## src/design/bse_pkg.sv

```systemverilog
// Shared types, constants and saturating helpers for the bond stretch unit.
package bse_pkg;

   localparam int ATOM_COUNT = 4096;
   localparam int MAG_W      = 62;
   localparam int SQRT_IN_W  = 52;
   localparam int ROOT_W     = 26;
   localparam int DVD_W      = 78;

   localparam logic signed [63:0] LIM        = 64'sh3FFF_FFFF_FFFF_FFFF;
   localparam logic signed [63:0] Q_ONE      = 64'sd65536;
   localparam logic signed [63:0] Q_ONE_HALF = 64'sd98304;
   localparam logic signed [63:0] MAX48      = 64'sd140737488355327;
   localparam logic signed [63:0] MIN48      = -64'sd140737488355328;

   localparam logic signed [31:0] ENERGY_UNIT_RST   = 32'sd4714660;
   localparam logic signed [31:0] CUBIC_COEFF_RST   = -32'sd131072;
   localparam logic signed [31:0] QUARTIC_COEFF_RST = 32'sd152917;

   typedef enum logic [1:0] {
      REG_ENERGY_UNIT   = 2'd0,
      REG_CUBIC_COEFF   = 2'd1,
      REG_QUARTIC_COEFF = 2'd2,
      REG_UNUSED        = 2'd3
   } reg_index_type;

   typedef enum logic [3:0] {
      ST_IDLE, ST_PREP, ST_LAUNCH, ST_MUL, ST_ROOT_GO, ST_ROOT,
      ST_DIV_GO, ST_DIV, ST_DONE
   } state_type;

   typedef enum logic [3:0] {
      OP_SQX, OP_SQY, OP_SQZ, OP_UK, OP_DT2, OP_T1, OP_T2, OP_H,
      OP_A1, OP_DED, OP_E0, OP_EN, OP_GX, OP_GY, OP_GZ
   } op_type;

   function automatic logic signed [63:0] addsat(input logic signed [63:0] a,
                                                 input logic signed [63:0] b);
      logic signed [63:0] s;
      s = a + b;
      if (s > LIM) return LIM;
      if (s < -LIM) return -LIM;
      return s;
   endfunction

   function automatic logic signed [47:0] sat48(input logic signed [63:0] v);
      if (v > MAX48) return MAX48[47:0];
      if (v < MIN48) return MIN48[47:0];
      return v[47:0];
   endfunction

   function automatic logic [MAG_W-1:0] mag62(input logic signed [63:0] v);
      logic [63:0] n;
      n = v[63] ? 64'(-v) : 64'(v);
      return n[MAG_W-1:0];
   endfunction

endpackage

```

## src/design/bond_stretch_energy_gradient.sv

```systemverilog
// Bond stretch energy and gradient unit: sequencer, shared serial units, result register.
// Usage:
//   Request channel (req_*): one bond per beat, taken when req_valid is high and
//   req_stall low. req_stall stays high while a bond is being worked on.
//   Response channel (rsp_*): one beat per bond with energy, gradient, the atom
//   indices and the running energy total; is_last marks the final total, after
//   which the total restarts from zero.
//   Configuration (csr_*): energy unit, cubic and quartic coefficients, written
//   while the unit is idle.
// Sequence:
//   An active bond with nonzero length takes fifteen multiplications on the
//   bit-serial multiplier, a square root and a division. A zero-length bond
//   skips the division and the gradient products; an inactive bond goes
//   from idle straight to the done state.
//   A new bond is taken while the previous response still waits in the output
//   register. If rsp_stall holds that register, the next result waits in the
//   done state and the request side stays stalled.
// Reset clears the energy total, the response valid and restores the register
// defaults.
module bond_stretch_energy_gradient (
   input  logic                clock,
   input  logic                reset,
   input  logic                req_valid,
   output logic                req_stall,
   input  logic [11:0]         req_atom_a,
   input  logic [11:0]         req_atom_b,
   input  logic signed [23:0]  req_xa,
   input  logic signed [23:0]  req_ya,
   input  logic signed [23:0]  req_za,
   input  logic signed [23:0]  req_xb,
   input  logic signed [23:0]  req_yb,
   input  logic signed [23:0]  req_zb,
   input  logic [19:0]         req_rest_length,
   input  logic [15:0]         req_force_const,
   input  logic                req_active,
   input  logic                req_last_bond,
   output logic                rsp_valid,
   input  logic                rsp_stall,
   output logic [11:0]         rsp_out_atom_a,
   output logic [11:0]         rsp_out_atom_b,
   output logic signed [47:0]  rsp_bond_energy,
   output logic signed [47:0]  rsp_grad_x,
   output logic signed [47:0]  rsp_grad_y,
   output logic signed [47:0]  rsp_grad_z,
   output logic signed [47:0]  rsp_total_energy,
   output logic                rsp_is_last,
   input  logic                csr_wr_en,
   input  logic [1:0]          csr_index,
   input  logic [31:0]         csr_data
);
   import bse_pkg::*;

   state_type state_ff, state_in;
   op_type    op_ff, op_in;

   logic mul_start, root_start, div_start, load, accept;
   logic mul_done, root_done, div_done;
   logic [2*MAG_W-1:0] prod;
   logic [ROOT_W-1:0]  root;
   logic [DVD_W-1:0]   quot;

   logic signed [31:0] u_ff, c_ff, q_ff;
   logic signed [47:0] sum_ff, nsum_in, e48_in;

   logic signed [24:0] dx_ff, dy_ff, dz_ff;
   logic [19:0]        rest_ff;
   logic [23:0]        k16_ff;
   logic [11:0]        a_ff, b_ff;
   logic               act_ff, last_ff, act_in, neg_ff;
   logic [SQRT_IN_W-1:0] r2_ff;
   logic [ROOT_W-1:0]  r_ff;
   logic signed [26:0] dt_ff;

   logic signed [63:0] uk_ff, dt2_ff, t1_ff, t2_ff, h_ff, a1_ff, ded_ff, e0_ff, en_ff;
   logic signed [63:0] de_ff, uk2_ff, p1_ff, poly_ff, tt_ff, h1_ff, dpoly_ff;
   logic signed [47:0] gx_ff, gy_ff, gz_ff;

   logic signed [63:0] opa_in, opb_in, mres_in, dres_in;
   logic [MAG_W-1:0]   mmag_in, dmag_in;

   always_ff @(posedge clock) begin
      if (reset) begin
         u_ff <= ENERGY_UNIT_RST;
         c_ff <= CUBIC_COEFF_RST;
         q_ff <= QUARTIC_COEFF_RST;
      end else if (csr_wr_en) begin
         case (reg_index_type'(csr_index))
            REG_ENERGY_UNIT:   u_ff <= csr_data;
            REG_CUBIC_COEFF:   c_ff <= csr_data;
            REG_QUARTIC_COEFF: q_ff <= csr_data;
            default: ;
         endcase
      end
   end

   assign accept = req_valid && !req_stall;
   assign act_in = req_active && ({5'b0, req_atom_a} < 17'(ATOM_COUNT))
                   && ({5'b0, req_atom_b} < 17'(ATOM_COUNT));

   // next state
   always_comb begin
      state_in = state_ff;
      op_in    = op_ff;
      case (state_ff)
         ST_IDLE: if (req_valid) begin
            state_in = act_in ? ST_PREP : ST_DONE;
            op_in    = OP_SQX;
         end
         ST_PREP:   state_in = ST_LAUNCH;
         ST_LAUNCH: state_in = ST_MUL;
         ST_MUL: if (mul_done) begin
            case (op_ff)
               OP_SQZ: state_in = ST_ROOT_GO;
               OP_EN:  state_in = (r_ff != '0) ? ST_DIV_GO : ST_DONE;
               OP_GZ:  state_in = ST_DONE;
               default: begin
                  state_in = ST_PREP;
                  op_in    = op_type'(op_ff + 4'd1);
               end
            endcase
         end
         ST_ROOT_GO: state_in = ST_ROOT;
         ST_ROOT: if (root_done) begin
            state_in = ST_PREP;
            op_in    = OP_UK;
         end
         ST_DIV_GO: state_in = ST_DIV;
         ST_DIV: if (div_done) begin
            state_in = ST_PREP;
            op_in    = OP_GX;
         end
         ST_DONE: if (!rsp_valid || !rsp_stall) state_in = ST_IDLE;
         default: state_in = ST_IDLE;
      endcase
   end

   // outputs
   always_comb begin
      req_stall  = 1'b1;
      mul_start  = 1'b0;
      root_start = 1'b0;
      div_start  = 1'b0;
      load       = 1'b0;
      case (state_ff)
         ST_IDLE:    req_stall  = 1'b0;
         ST_LAUNCH:  mul_start  = 1'b1;
         ST_ROOT_GO: root_start = 1'b1;
         ST_DIV_GO:  div_start  = 1'b1;
         ST_DONE:    load       = !rsp_valid || !rsp_stall;
         default: ;
      endcase
   end

   always_ff @(posedge clock) begin
      if (reset) begin
         state_ff <= ST_IDLE;
         op_ff    <= OP_SQX;
      end else begin
         state_ff <= state_in;
         op_ff    <= op_in;
      end
   end

   // operand selection
   always_comb begin
      case (op_ff)
         OP_SQX:  begin opa_in = 64'(dx_ff);  opb_in = 64'(dx_ff); end
         OP_SQY:  begin opa_in = 64'(dy_ff);  opb_in = 64'(dy_ff); end
         OP_SQZ:  begin opa_in = 64'(dz_ff);  opb_in = 64'(dz_ff); end
         OP_UK:   begin opa_in = 64'(u_ff);   opb_in = 64'({1'b0, k16_ff}); end
         OP_DT2:  begin opa_in = 64'(dt_ff);  opb_in = 64'(dt_ff); end
         OP_T1:   begin opa_in = 64'(c_ff);   opb_in = 64'(dt_ff); end
         OP_T2:   begin opa_in = 64'(q_ff);   opb_in = dt2_ff; end
         OP_H:    begin opa_in = t1_ff;       opb_in = Q_ONE_HALF; end
         OP_A1:   begin opa_in = uk2_ff;      opb_in = 64'(dt_ff); end
         OP_DED:  begin opa_in = a1_ff;       opb_in = dpoly_ff; end
         OP_E0:   begin opa_in = uk_ff;       opb_in = dt2_ff; end
         OP_EN:   begin opa_in = e0_ff;       opb_in = poly_ff; end
         OP_GX:   begin opa_in = de_ff;       opb_in = 64'(dx_ff); end
         OP_GY:   begin opa_in = de_ff;       opb_in = 64'(dy_ff); end
         OP_GZ:   begin opa_in = de_ff;       opb_in = 64'(dz_ff); end
         default: begin opa_in = '0;          opb_in = '0; end
      endcase
   end

   bse_mul u_mul (
      .clock (clock), .reset (reset), .start (mul_start),
      .a_mag (mag62(opa_in)), .b_mag (mag62(opb_in)),
      .done  (mul_done), .prod (prod)
   );

   bse_sqrt u_sqrt (
      .clock (clock), .reset (reset), .start (root_start),
      .value (r2_ff), .done (root_done), .root (root)
   );

   bse_div u_div (
      .clock (clock), .reset (reset), .start (div_start),
      .num_mag (mag62(ded_ff)), .den (r_ff),
      .done (div_done), .quot (quot)
   );

   // Q.16 rescale with saturation
   assign mmag_in = (|prod[2*MAG_W-1:MAG_W+16]) ? LIM[MAG_W-1:0] : prod[MAG_W+15:16];
   assign mres_in = neg_ff ? -64'({2'b0, mmag_in}) : 64'({2'b0, mmag_in});
   assign dmag_in = (|quot[DVD_W-1:MAG_W]) ? LIM[MAG_W-1:0] : quot[MAG_W-1:0];
   assign dres_in = ded_ff[63] ? -64'({2'b0, dmag_in}) : 64'({2'b0, dmag_in});

   always_ff @(posedge clock) begin
      uk2_ff   <= addsat(uk_ff, uk_ff);
      p1_ff    <= addsat(Q_ONE, t1_ff);
      poly_ff  <= addsat(p1_ff, t2_ff);
      tt_ff    <= addsat(t2_ff, t2_ff);
      h1_ff    <= addsat(Q_ONE, h_ff);
      dpoly_ff <= addsat(h1_ff, tt_ff);

      if (accept) begin
         dx_ff   <= {req_xa[23], req_xa} - {req_xb[23], req_xb};
         dy_ff   <= {req_ya[23], req_ya} - {req_yb[23], req_yb};
         dz_ff   <= {req_za[23], req_za} - {req_zb[23], req_zb};
         rest_ff <= req_rest_length;
         k16_ff  <= {req_force_const, 8'b0};
         a_ff    <= req_atom_a;
         b_ff    <= req_atom_b;
         act_ff  <= act_in;
         last_ff <= req_last_bond;
         r2_ff   <= '0;
         r_ff    <= '0;
         en_ff   <= '0;
         gx_ff   <= '0;
         gy_ff   <= '0;
         gz_ff   <= '0;
      end
      if (mul_start) neg_ff <= opa_in[63] ^ opb_in[63];
      if (root_done) begin
         r_ff  <= root;
         dt_ff <= $signed({1'b0, root}) - $signed({7'b0, rest_ff});
      end
      if (div_done) de_ff <= dres_in;
      if (state_ff == ST_MUL && mul_done) begin
         case (op_ff)
            OP_SQX, OP_SQY, OP_SQZ: r2_ff <= r2_ff + prod[SQRT_IN_W-1:0];
            OP_UK:  uk_ff  <= mres_in;
            OP_DT2: dt2_ff <= mres_in;
            OP_T1:  t1_ff  <= mres_in;
            OP_T2:  t2_ff  <= mres_in;
            OP_H:   h_ff   <= mres_in;
            OP_A1:  a1_ff  <= mres_in;
            OP_DED: ded_ff <= mres_in;
            OP_E0:  e0_ff  <= mres_in;
            OP_EN:  en_ff  <= mres_in;
            OP_GX:  gx_ff  <= sat48(mres_in);
            OP_GY:  gy_ff  <= sat48(mres_in);
            OP_GZ:  gz_ff  <= sat48(mres_in);
            default: ;
         endcase
      end
   end

   assign e48_in  = sat48(en_ff);
   assign nsum_in = sat48(64'(sum_ff) + 64'(e48_in));

   logic rsp_valid_ff;

   always_ff @(posedge clock) begin
      if (reset) begin
         rsp_valid_ff <= 1'b0;
         sum_ff       <= '0;
      end else begin
         if (load) begin
            rsp_valid_ff <= 1'b1;
            sum_ff       <= last_ff ? '0 : nsum_in;
         end else if (!rsp_stall) begin
            rsp_valid_ff <= 1'b0;
         end
      end
   end

   always_ff @(posedge clock) begin
      if (load) begin
         rsp_out_atom_a   <= a_ff;
         rsp_out_atom_b   <= b_ff;
         rsp_bond_energy  <= e48_in;
         rsp_grad_x       <= gx_ff;
         rsp_grad_y       <= gy_ff;
         rsp_grad_z       <= gz_ff;
         rsp_total_energy <= nsum_in;
         rsp_is_last      <= last_ff;
      end
   end

   assign rsp_valid = rsp_valid_ff;

`ifndef SYNTHESIS
   a_busy_after_beat: assert property (@(posedge clock) disable iff (reset)
      accept |=> req_stall) else $error("request taken while busy");
   a_div_nonzero: assert property (@(posedge clock) disable iff (reset)
      div_start |-> r_ff != '0) else $error("division by zero length");
   a_sum_cleared: assert property (@(posedge clock) disable iff (reset)
      (load && last_ff) |=> sum_ff == '0) else $error("total not cleared");
   a_inactive_zero: assert property (@(posedge clock) disable iff (reset)
      (load && !act_ff) |=> rsp_bond_energy == '0) else $error("inactive energy");
`endif
endmodule

```

## src/design/bse_mul.sv

```systemverilog
// Bit-serial shift-add multiplier for operand magnitudes, one bit per cycle.
module bse_mul (
   input  logic                          clock,
   input  logic                          reset,
   input  logic                          start,
   input  logic [bse_pkg::MAG_W-1:0]     a_mag,
   input  logic [bse_pkg::MAG_W-1:0]     b_mag,
   output logic                          done,
   output logic [2*bse_pkg::MAG_W-1:0]   prod
);
   import bse_pkg::*;

   logic [MAG_W-1:0] a_ff, acc_ff, b_ff;
   logic [5:0]       cnt_ff;
   logic             run_ff, done_ff;
   logic [MAG_W:0]   sum_in;

   assign sum_in = {1'b0, acc_ff} + (b_ff[0] ? {1'b0, a_ff} : '0);

   always_ff @(posedge clock) begin
      if (reset) begin
         run_ff  <= 1'b0;
         done_ff <= 1'b0;
         cnt_ff  <= '0;
      end else begin
         done_ff <= 1'b0;
         if (start) begin
            run_ff <= 1'b1;
            cnt_ff <= '0;
         end else if (run_ff) begin
            cnt_ff <= cnt_ff + 6'd1;
            if (cnt_ff == 6'(MAG_W - 1)) begin
               run_ff  <= 1'b0;
               done_ff <= 1'b1;
            end
         end
      end
   end

   always_ff @(posedge clock) begin
      if (start) begin
         a_ff   <= a_mag;
         b_ff   <= b_mag;
         acc_ff <= '0;
      end else if (run_ff) begin
         acc_ff <= sum_in[MAG_W:1];
         b_ff   <= {sum_in[0], b_ff[MAG_W-1:1]};
      end
   end

   assign done = done_ff;
   assign prod = {acc_ff, b_ff};
endmodule

```

## src/design/bse_sqrt.sv

```systemverilog
// Iterative integer square root, one result bit per cycle.
module bse_sqrt (
   input  logic                            clock,
   input  logic                            reset,
   input  logic                            start,
   input  logic [bse_pkg::SQRT_IN_W-1:0]   value,
   output logic                            done,
   output logic [bse_pkg::ROOT_W-1:0]      root
);
   import bse_pkg::*;

   localparam int W = SQRT_IN_W + 1;

   logic [W-1:0] v_ff, res_ff, bit_ff, t_in;
   logic [4:0]   cnt_ff;
   logic         run_ff, done_ff;

   assign t_in = res_ff + bit_ff;

   always_ff @(posedge clock) begin
      if (reset) begin
         run_ff  <= 1'b0;
         done_ff <= 1'b0;
         cnt_ff  <= '0;
      end else begin
         done_ff <= 1'b0;
         if (start) begin
            run_ff <= 1'b1;
            cnt_ff <= '0;
         end else if (run_ff) begin
            cnt_ff <= cnt_ff + 5'd1;
            if (cnt_ff == 5'(ROOT_W - 1)) begin
               run_ff  <= 1'b0;
               done_ff <= 1'b1;
            end
         end
      end
   end

   always_ff @(posedge clock) begin
      if (start) begin
         v_ff   <= W'(value);
         res_ff <= '0;
         bit_ff <= W'(1) << (2 * (ROOT_W - 1));
      end else if (run_ff) begin
         if (v_ff >= t_in) begin
            v_ff   <= v_ff - t_in;
            res_ff <= (res_ff >> 1) + bit_ff;
         end else begin
            res_ff <= res_ff >> 1;
         end
         bit_ff <= bit_ff >> 2;
      end
   end

   assign done = done_ff;
   assign root = res_ff[ROOT_W-1:0];
endmodule

```

## src/design/bse_div.sv

```systemverilog
// Restoring divider, one quotient bit per cycle, dividend is numerator scaled by 2^16.
module bse_div (
   input  logic                          clock,
   input  logic                          reset,
   input  logic                          start,
   input  logic [bse_pkg::MAG_W-1:0]     num_mag,
   input  logic [bse_pkg::ROOT_W-1:0]    den,
   output logic                          done,
   output logic [bse_pkg::DVD_W-1:0]     quot
);
   import bse_pkg::*;

   logic [DVD_W-1:0]  dvd_ff;
   logic [ROOT_W-1:0] rem_ff, den_ff;
   logic [ROOT_W:0]   t_in;
   logic              ge_in;
   logic [6:0]        cnt_ff;
   logic              run_ff, done_ff;

   assign t_in  = {rem_ff, dvd_ff[DVD_W-1]};
   assign ge_in = t_in >= {1'b0, den_ff};

   always_ff @(posedge clock) begin
      if (reset) begin
         run_ff  <= 1'b0;
         done_ff <= 1'b0;
         cnt_ff  <= '0;
      end else begin
         done_ff <= 1'b0;
         if (start) begin
            run_ff <= 1'b1;
            cnt_ff <= '0;
         end else if (run_ff) begin
            cnt_ff <= cnt_ff + 7'd1;
            if (cnt_ff == 7'(DVD_W - 1)) begin
               run_ff  <= 1'b0;
               done_ff <= 1'b1;
            end
         end
      end
   end

   always_ff @(posedge clock) begin
      if (start) begin
         dvd_ff <= {num_mag, 16'b0};
         rem_ff <= '0;
         den_ff <= den;
      end else if (run_ff) begin
         rem_ff <= ge_in ? ROOT_W'(t_in - {1'b0, den_ff}) : t_in[ROOT_W-1:0];
         dvd_ff <= {dvd_ff[DVD_W-2:0], ge_in};
      end
   end

   assign done = done_ff;
   assign quot = dvd_ff;
endmodule

```

## config.mk

```make
export PLATFORM = sky130hd
export DESIGN_NAME = bond_stretch_energy_gradient
export DESIGN_NICKNAME = d
export VERILOG_FILES = /design/src/design/bse_pkg.sv /design/src/design/bond_stretch_energy_gradient.sv /design/src/design/bse_mul.sv /design/src/design/bse_sqrt.sv /design/src/design/bse_div.sv
export SDC_FILE = /design/constraint.sdc
export NUM_CORES = 2
export LEC_CHECK = 0
export BUFFER_PORTS_ARGS = -buffer_cell sky130_fd_sc_hd__buf_2
export CAP_MARGIN = 40
export CORE_MARGIN = 2
export CORE_UTILIZATION = 50
export CTS_CLUSTER_SIZE = 10
export DETAILED_ROUTE_END_ITERATION = 10
export PLACE_DENSITY = 0.67
export SYNTH_ARGS = -nofsm -noshare
export SYNTH_HDL_FRONTEND = slang
export SYNTH_SLANG_ARGS = --single-unit
```

## constraint.sdc

```tcl
create_clock -name clock -period 10.62 [get_ports clock]
set_input_delay 1.062 -clock clock [delete_from_list [all_inputs] [get_ports clock]]
set_output_delay 1.062 -clock clock [all_outputs]
set_load 0.005 [all_outputs]
```

==> run summary <==
Reg power frac = 38.7%
setup TNS = 0 ns
FP Rows = 178
skew final = 0.119 ns
Post-synth EDFFs = 1290
worst hold path type = in -> reg
Synth Area in Simple Gates = 14.4%
static leakage = 52.6 nW
Area Overhead vs Synth = 13.6%
first-pass GRT wire length = 644000 um
Hold Path Depth = 1
Setup crit start kind = flop
pin count of the biggest net entering global routing = 142
core area = 235000 um2
Least-Margin Pin Slew = 1.37 ns
design area = 134000 um2
Fmax achieved = 129 MHz
worst reg2reg path depth = 27
Syn Inst Count = 11900
Die X = 489 um
Hold-fix buffers, CTS = 0
Final ANT Viol Nets = 0
Port Buf Inserts = 511
most used cell, CP = a31oi_1
final wirelength = 456000 um
Slowest cell on crit path = o31ai_1
synthesized flop and latch total = 2292
Avg Inst Size Synth = 9.90 um2
Pint = 19.7 mW
Psw = 11.6 mW
WP data arrival = 8.32 ns
first-pass iteration count of the detailed router = 10
CTS tree = built
DRC Markers = 0
Net Sw Frac = 37.1%
unrepaired setup endpoints after global routing = false
Comb power frac = 32.2%
total track usage = 36.9%
grt ovf = 0
Crit. End Element = flop
clock transition at the registers of the reported paths = 0.06 ns
Yosys cell types = 96
Final Hold Fails = 0
synthesized cell area = 118000 um2
Sink Count = 2292
Die Ht = 489 um
CP Max Fanout = 52
Final period util = 73.2%
post-CTS setup buffers = 0
Post-Synth XOR/XNOR Area = 5.96%
YS warnings = 0
final core occ = 57.0%
PwrDens = 234 nW/um2
max_cap viols = 0
top-level I/O count = 512
die area = 239000 um2
Worst VDD drop = 181 uV
sequential share of the synthesized area = 50.0%
critical path type = reg -> reg
vias per cell = 6.33
CTS buffer count = 291
initial antenna violation count = 82
CTS Root Cell = clkbuf_16
Area after DPL = 125000 um2
CTS max path bufs = 4
H-tree lvl count = 5
clk_lat worst skew = 1.02 ns
shortest period the worst path allows = 7.77 ns
DR WL/cell = 29.0 um
clock share of power = 29.1%
detailed-route via count = 99600
largest family of logic cells by synthesized area = compound AO/OA/AOI/OAI gates
mux share of post-synthesis cell area = 1.06%
Required @ worst endpoint = 11.17 ns
RePlAce Congestion = 1.01
Main synth FF type = edfxtp_1
fillers = 20400
Syn Nets = 12700
DR iter-0 viols = 12900
Initial Util = 50.2%
total chip power = 31.3 mW
final slew viol count = 0
post-DP HPWL = 341000 um
post-CTS sizing = 0
fraction of layout cells with a size suffix above 1 = 10.6%
complex-gate fraction of the synthesized area = 18.8%
status = complete, no violations
Async SR Flop Fraction = 0%
Nets = 13100
Slew HR = 8.61%
vias in the first global route = 92600
adder-cell share of the synthesized area = 6.07%
setup violators final = 0
worst stage delay on the critical path = 0.72 ns
-- layout by cell type (no fill, tap or decap), drive strengths merged, types with 226 or more instances in the layout --
master	netlist	routed
dfxtp	1002	1002
a21o	291	291
ha	537	537
nor2	758	758
clkbuf	517	483
buf	99	778
nand2	1152	1152
xor2	384	384
o21ai	1108	1108
xnor2	417	417
inv	521	527
nand3	397	397
edfxtp	1290	1290
nor3	226	226
a21oi	746	746
-- registers in the layout, summed over array words and instances (netlist names), 64 cells and up --
name / cells
en_ff: 64
h1_ff: 64
h_ff: 64
p1_ff: 64
t1_ff: 64
t2_ff: 64
tt_ff: 64
u_div.quot: 78
uk_ff: 64
-- final timing paths --
check                                              startpoint  slack [ns]                  endpoint
worst min register to register              gx_ff[22]$_DFF_P_        0.41  rsp_grad_x[22]$_DFFE_PP_
worst max-delay path            u_sqrt.res_ff[2]$_SDFFE_PP0P_        2.85  u_sqrt.v_ff[5]$_DFFE_PP_
worst max register to register  u_sqrt.res_ff[2]$_SDFFE_PP0P_        2.85  u_sqrt.v_ff[5]$_DFFE_PP_
worst min-delay path                            req_atom_b[9]        0.22         b_ff[9]$_DFFE_PP_
-- routing by layer --
layer | GRT usage [%] | wire length (um) | vias to the layer above
li1 | - | - | 44800
met1 | 48.2 | 180000 | 48200
met2 | 55.0 | 196000 | 5559
met3 | 10.5 | 51400 | 1019
met4 | 20.7 | 28400 | 44
met5 | 0 | 345 | -
-- power groups by stage --
stage,Clock [mW],Combinational [mW],Sequential [mW]
global route,9.53,10.8,12.2
finish,9.09,10.1,12.1
CTS,9.18,9.87,12.1
global placement,0,9.54,12.2
detailed placement,0,9.81,12.2
floorplan,0,6.13,11.8
-- layout make-up --
type / count / area [um2] / share of cell area, %
sequential: 2292 / 58800 / 44.0
multi-input combinational: 8446 / 55100 / 41.3
clock buffer: 483 / 8230 / 6.16
timing repair buffer: 780 / 5100 / 3.82
tap: 3150 / 3940 / 2.95
inverter: 526 / 1990 / 1.49
clock inverter: 24 / 255 / 0.191
antenna: 41 / 103 / 0.0768
-- synth_stat cells, drive strengths merged (67+ instances only) --
library cell	count	area [um2]
a21oi	746	3730
nor4	123	785
a211oi	67	503
xnor2	417	3650
mux2i	108	1080
a31oi	105	663
o21ai	1108	5560
nand2b	98	621
nor2	758	2850
buf	99	475
a21o	291	2180
a22o	87	762
and3	89	557
nor2b	111	694
inv	521	1960
o31ai	68	524
a22oi	123	923
o21bai	72	541
xor2	384	3360
edfxtp	1290	38700
nor3	226	1140
nand3	397	1990
clkbuf	517	1940
or3	88	571
nand2	1152	4320
a221o	151	1510
and2	139	870
a222oi	82	821
dfxtp	1002	20100
nand4	134	838
ha	537	6720
-- through the flow --
stage / worst slack [ns] / hold slack, ns / cells
after floorplan: 3.27 / 0.400 / 11900
after global placement: 2.24 / 0.404 / 15100
after detailed placement: 3.12 / 0.405 / 15200
after CTS: 3.03 / 0.164 / 15700
after global routing: 2.41 / 0.199 / 15700
final: 2.85 / 0.218 / 15700
-- kinds of logic (layout without fill, tap and decap cells) --
group / after synthesis / count (layout)
AOI/OAI and AO/OA: 3423 / 3423
xor gates and xnor gates: 801 / 801
buffers and inverters: 1142 / 1813
adders and majority gates: 568 / 568
DFF: 2292 / 2292
muxes: 123 / 123
other: 0 / 41
and+or+nand+nor: 3531 / 3531
-- worst max-delay path: cells and delay by family, from the launching register on --
family / cells / cell delay, ns
AND/OR/NAND/NOR: 5 / 0.83
adder cells (fa/ha/maj): 2 / 0.65
buffers and inverters: 2 / 0.64
XOR/XNOR: 1 / 0.20
AO/OA/AOI/OAI: 17 / 4.47
flip-flops: 1 / 0.47
Power figures use the tool's default switching activity.
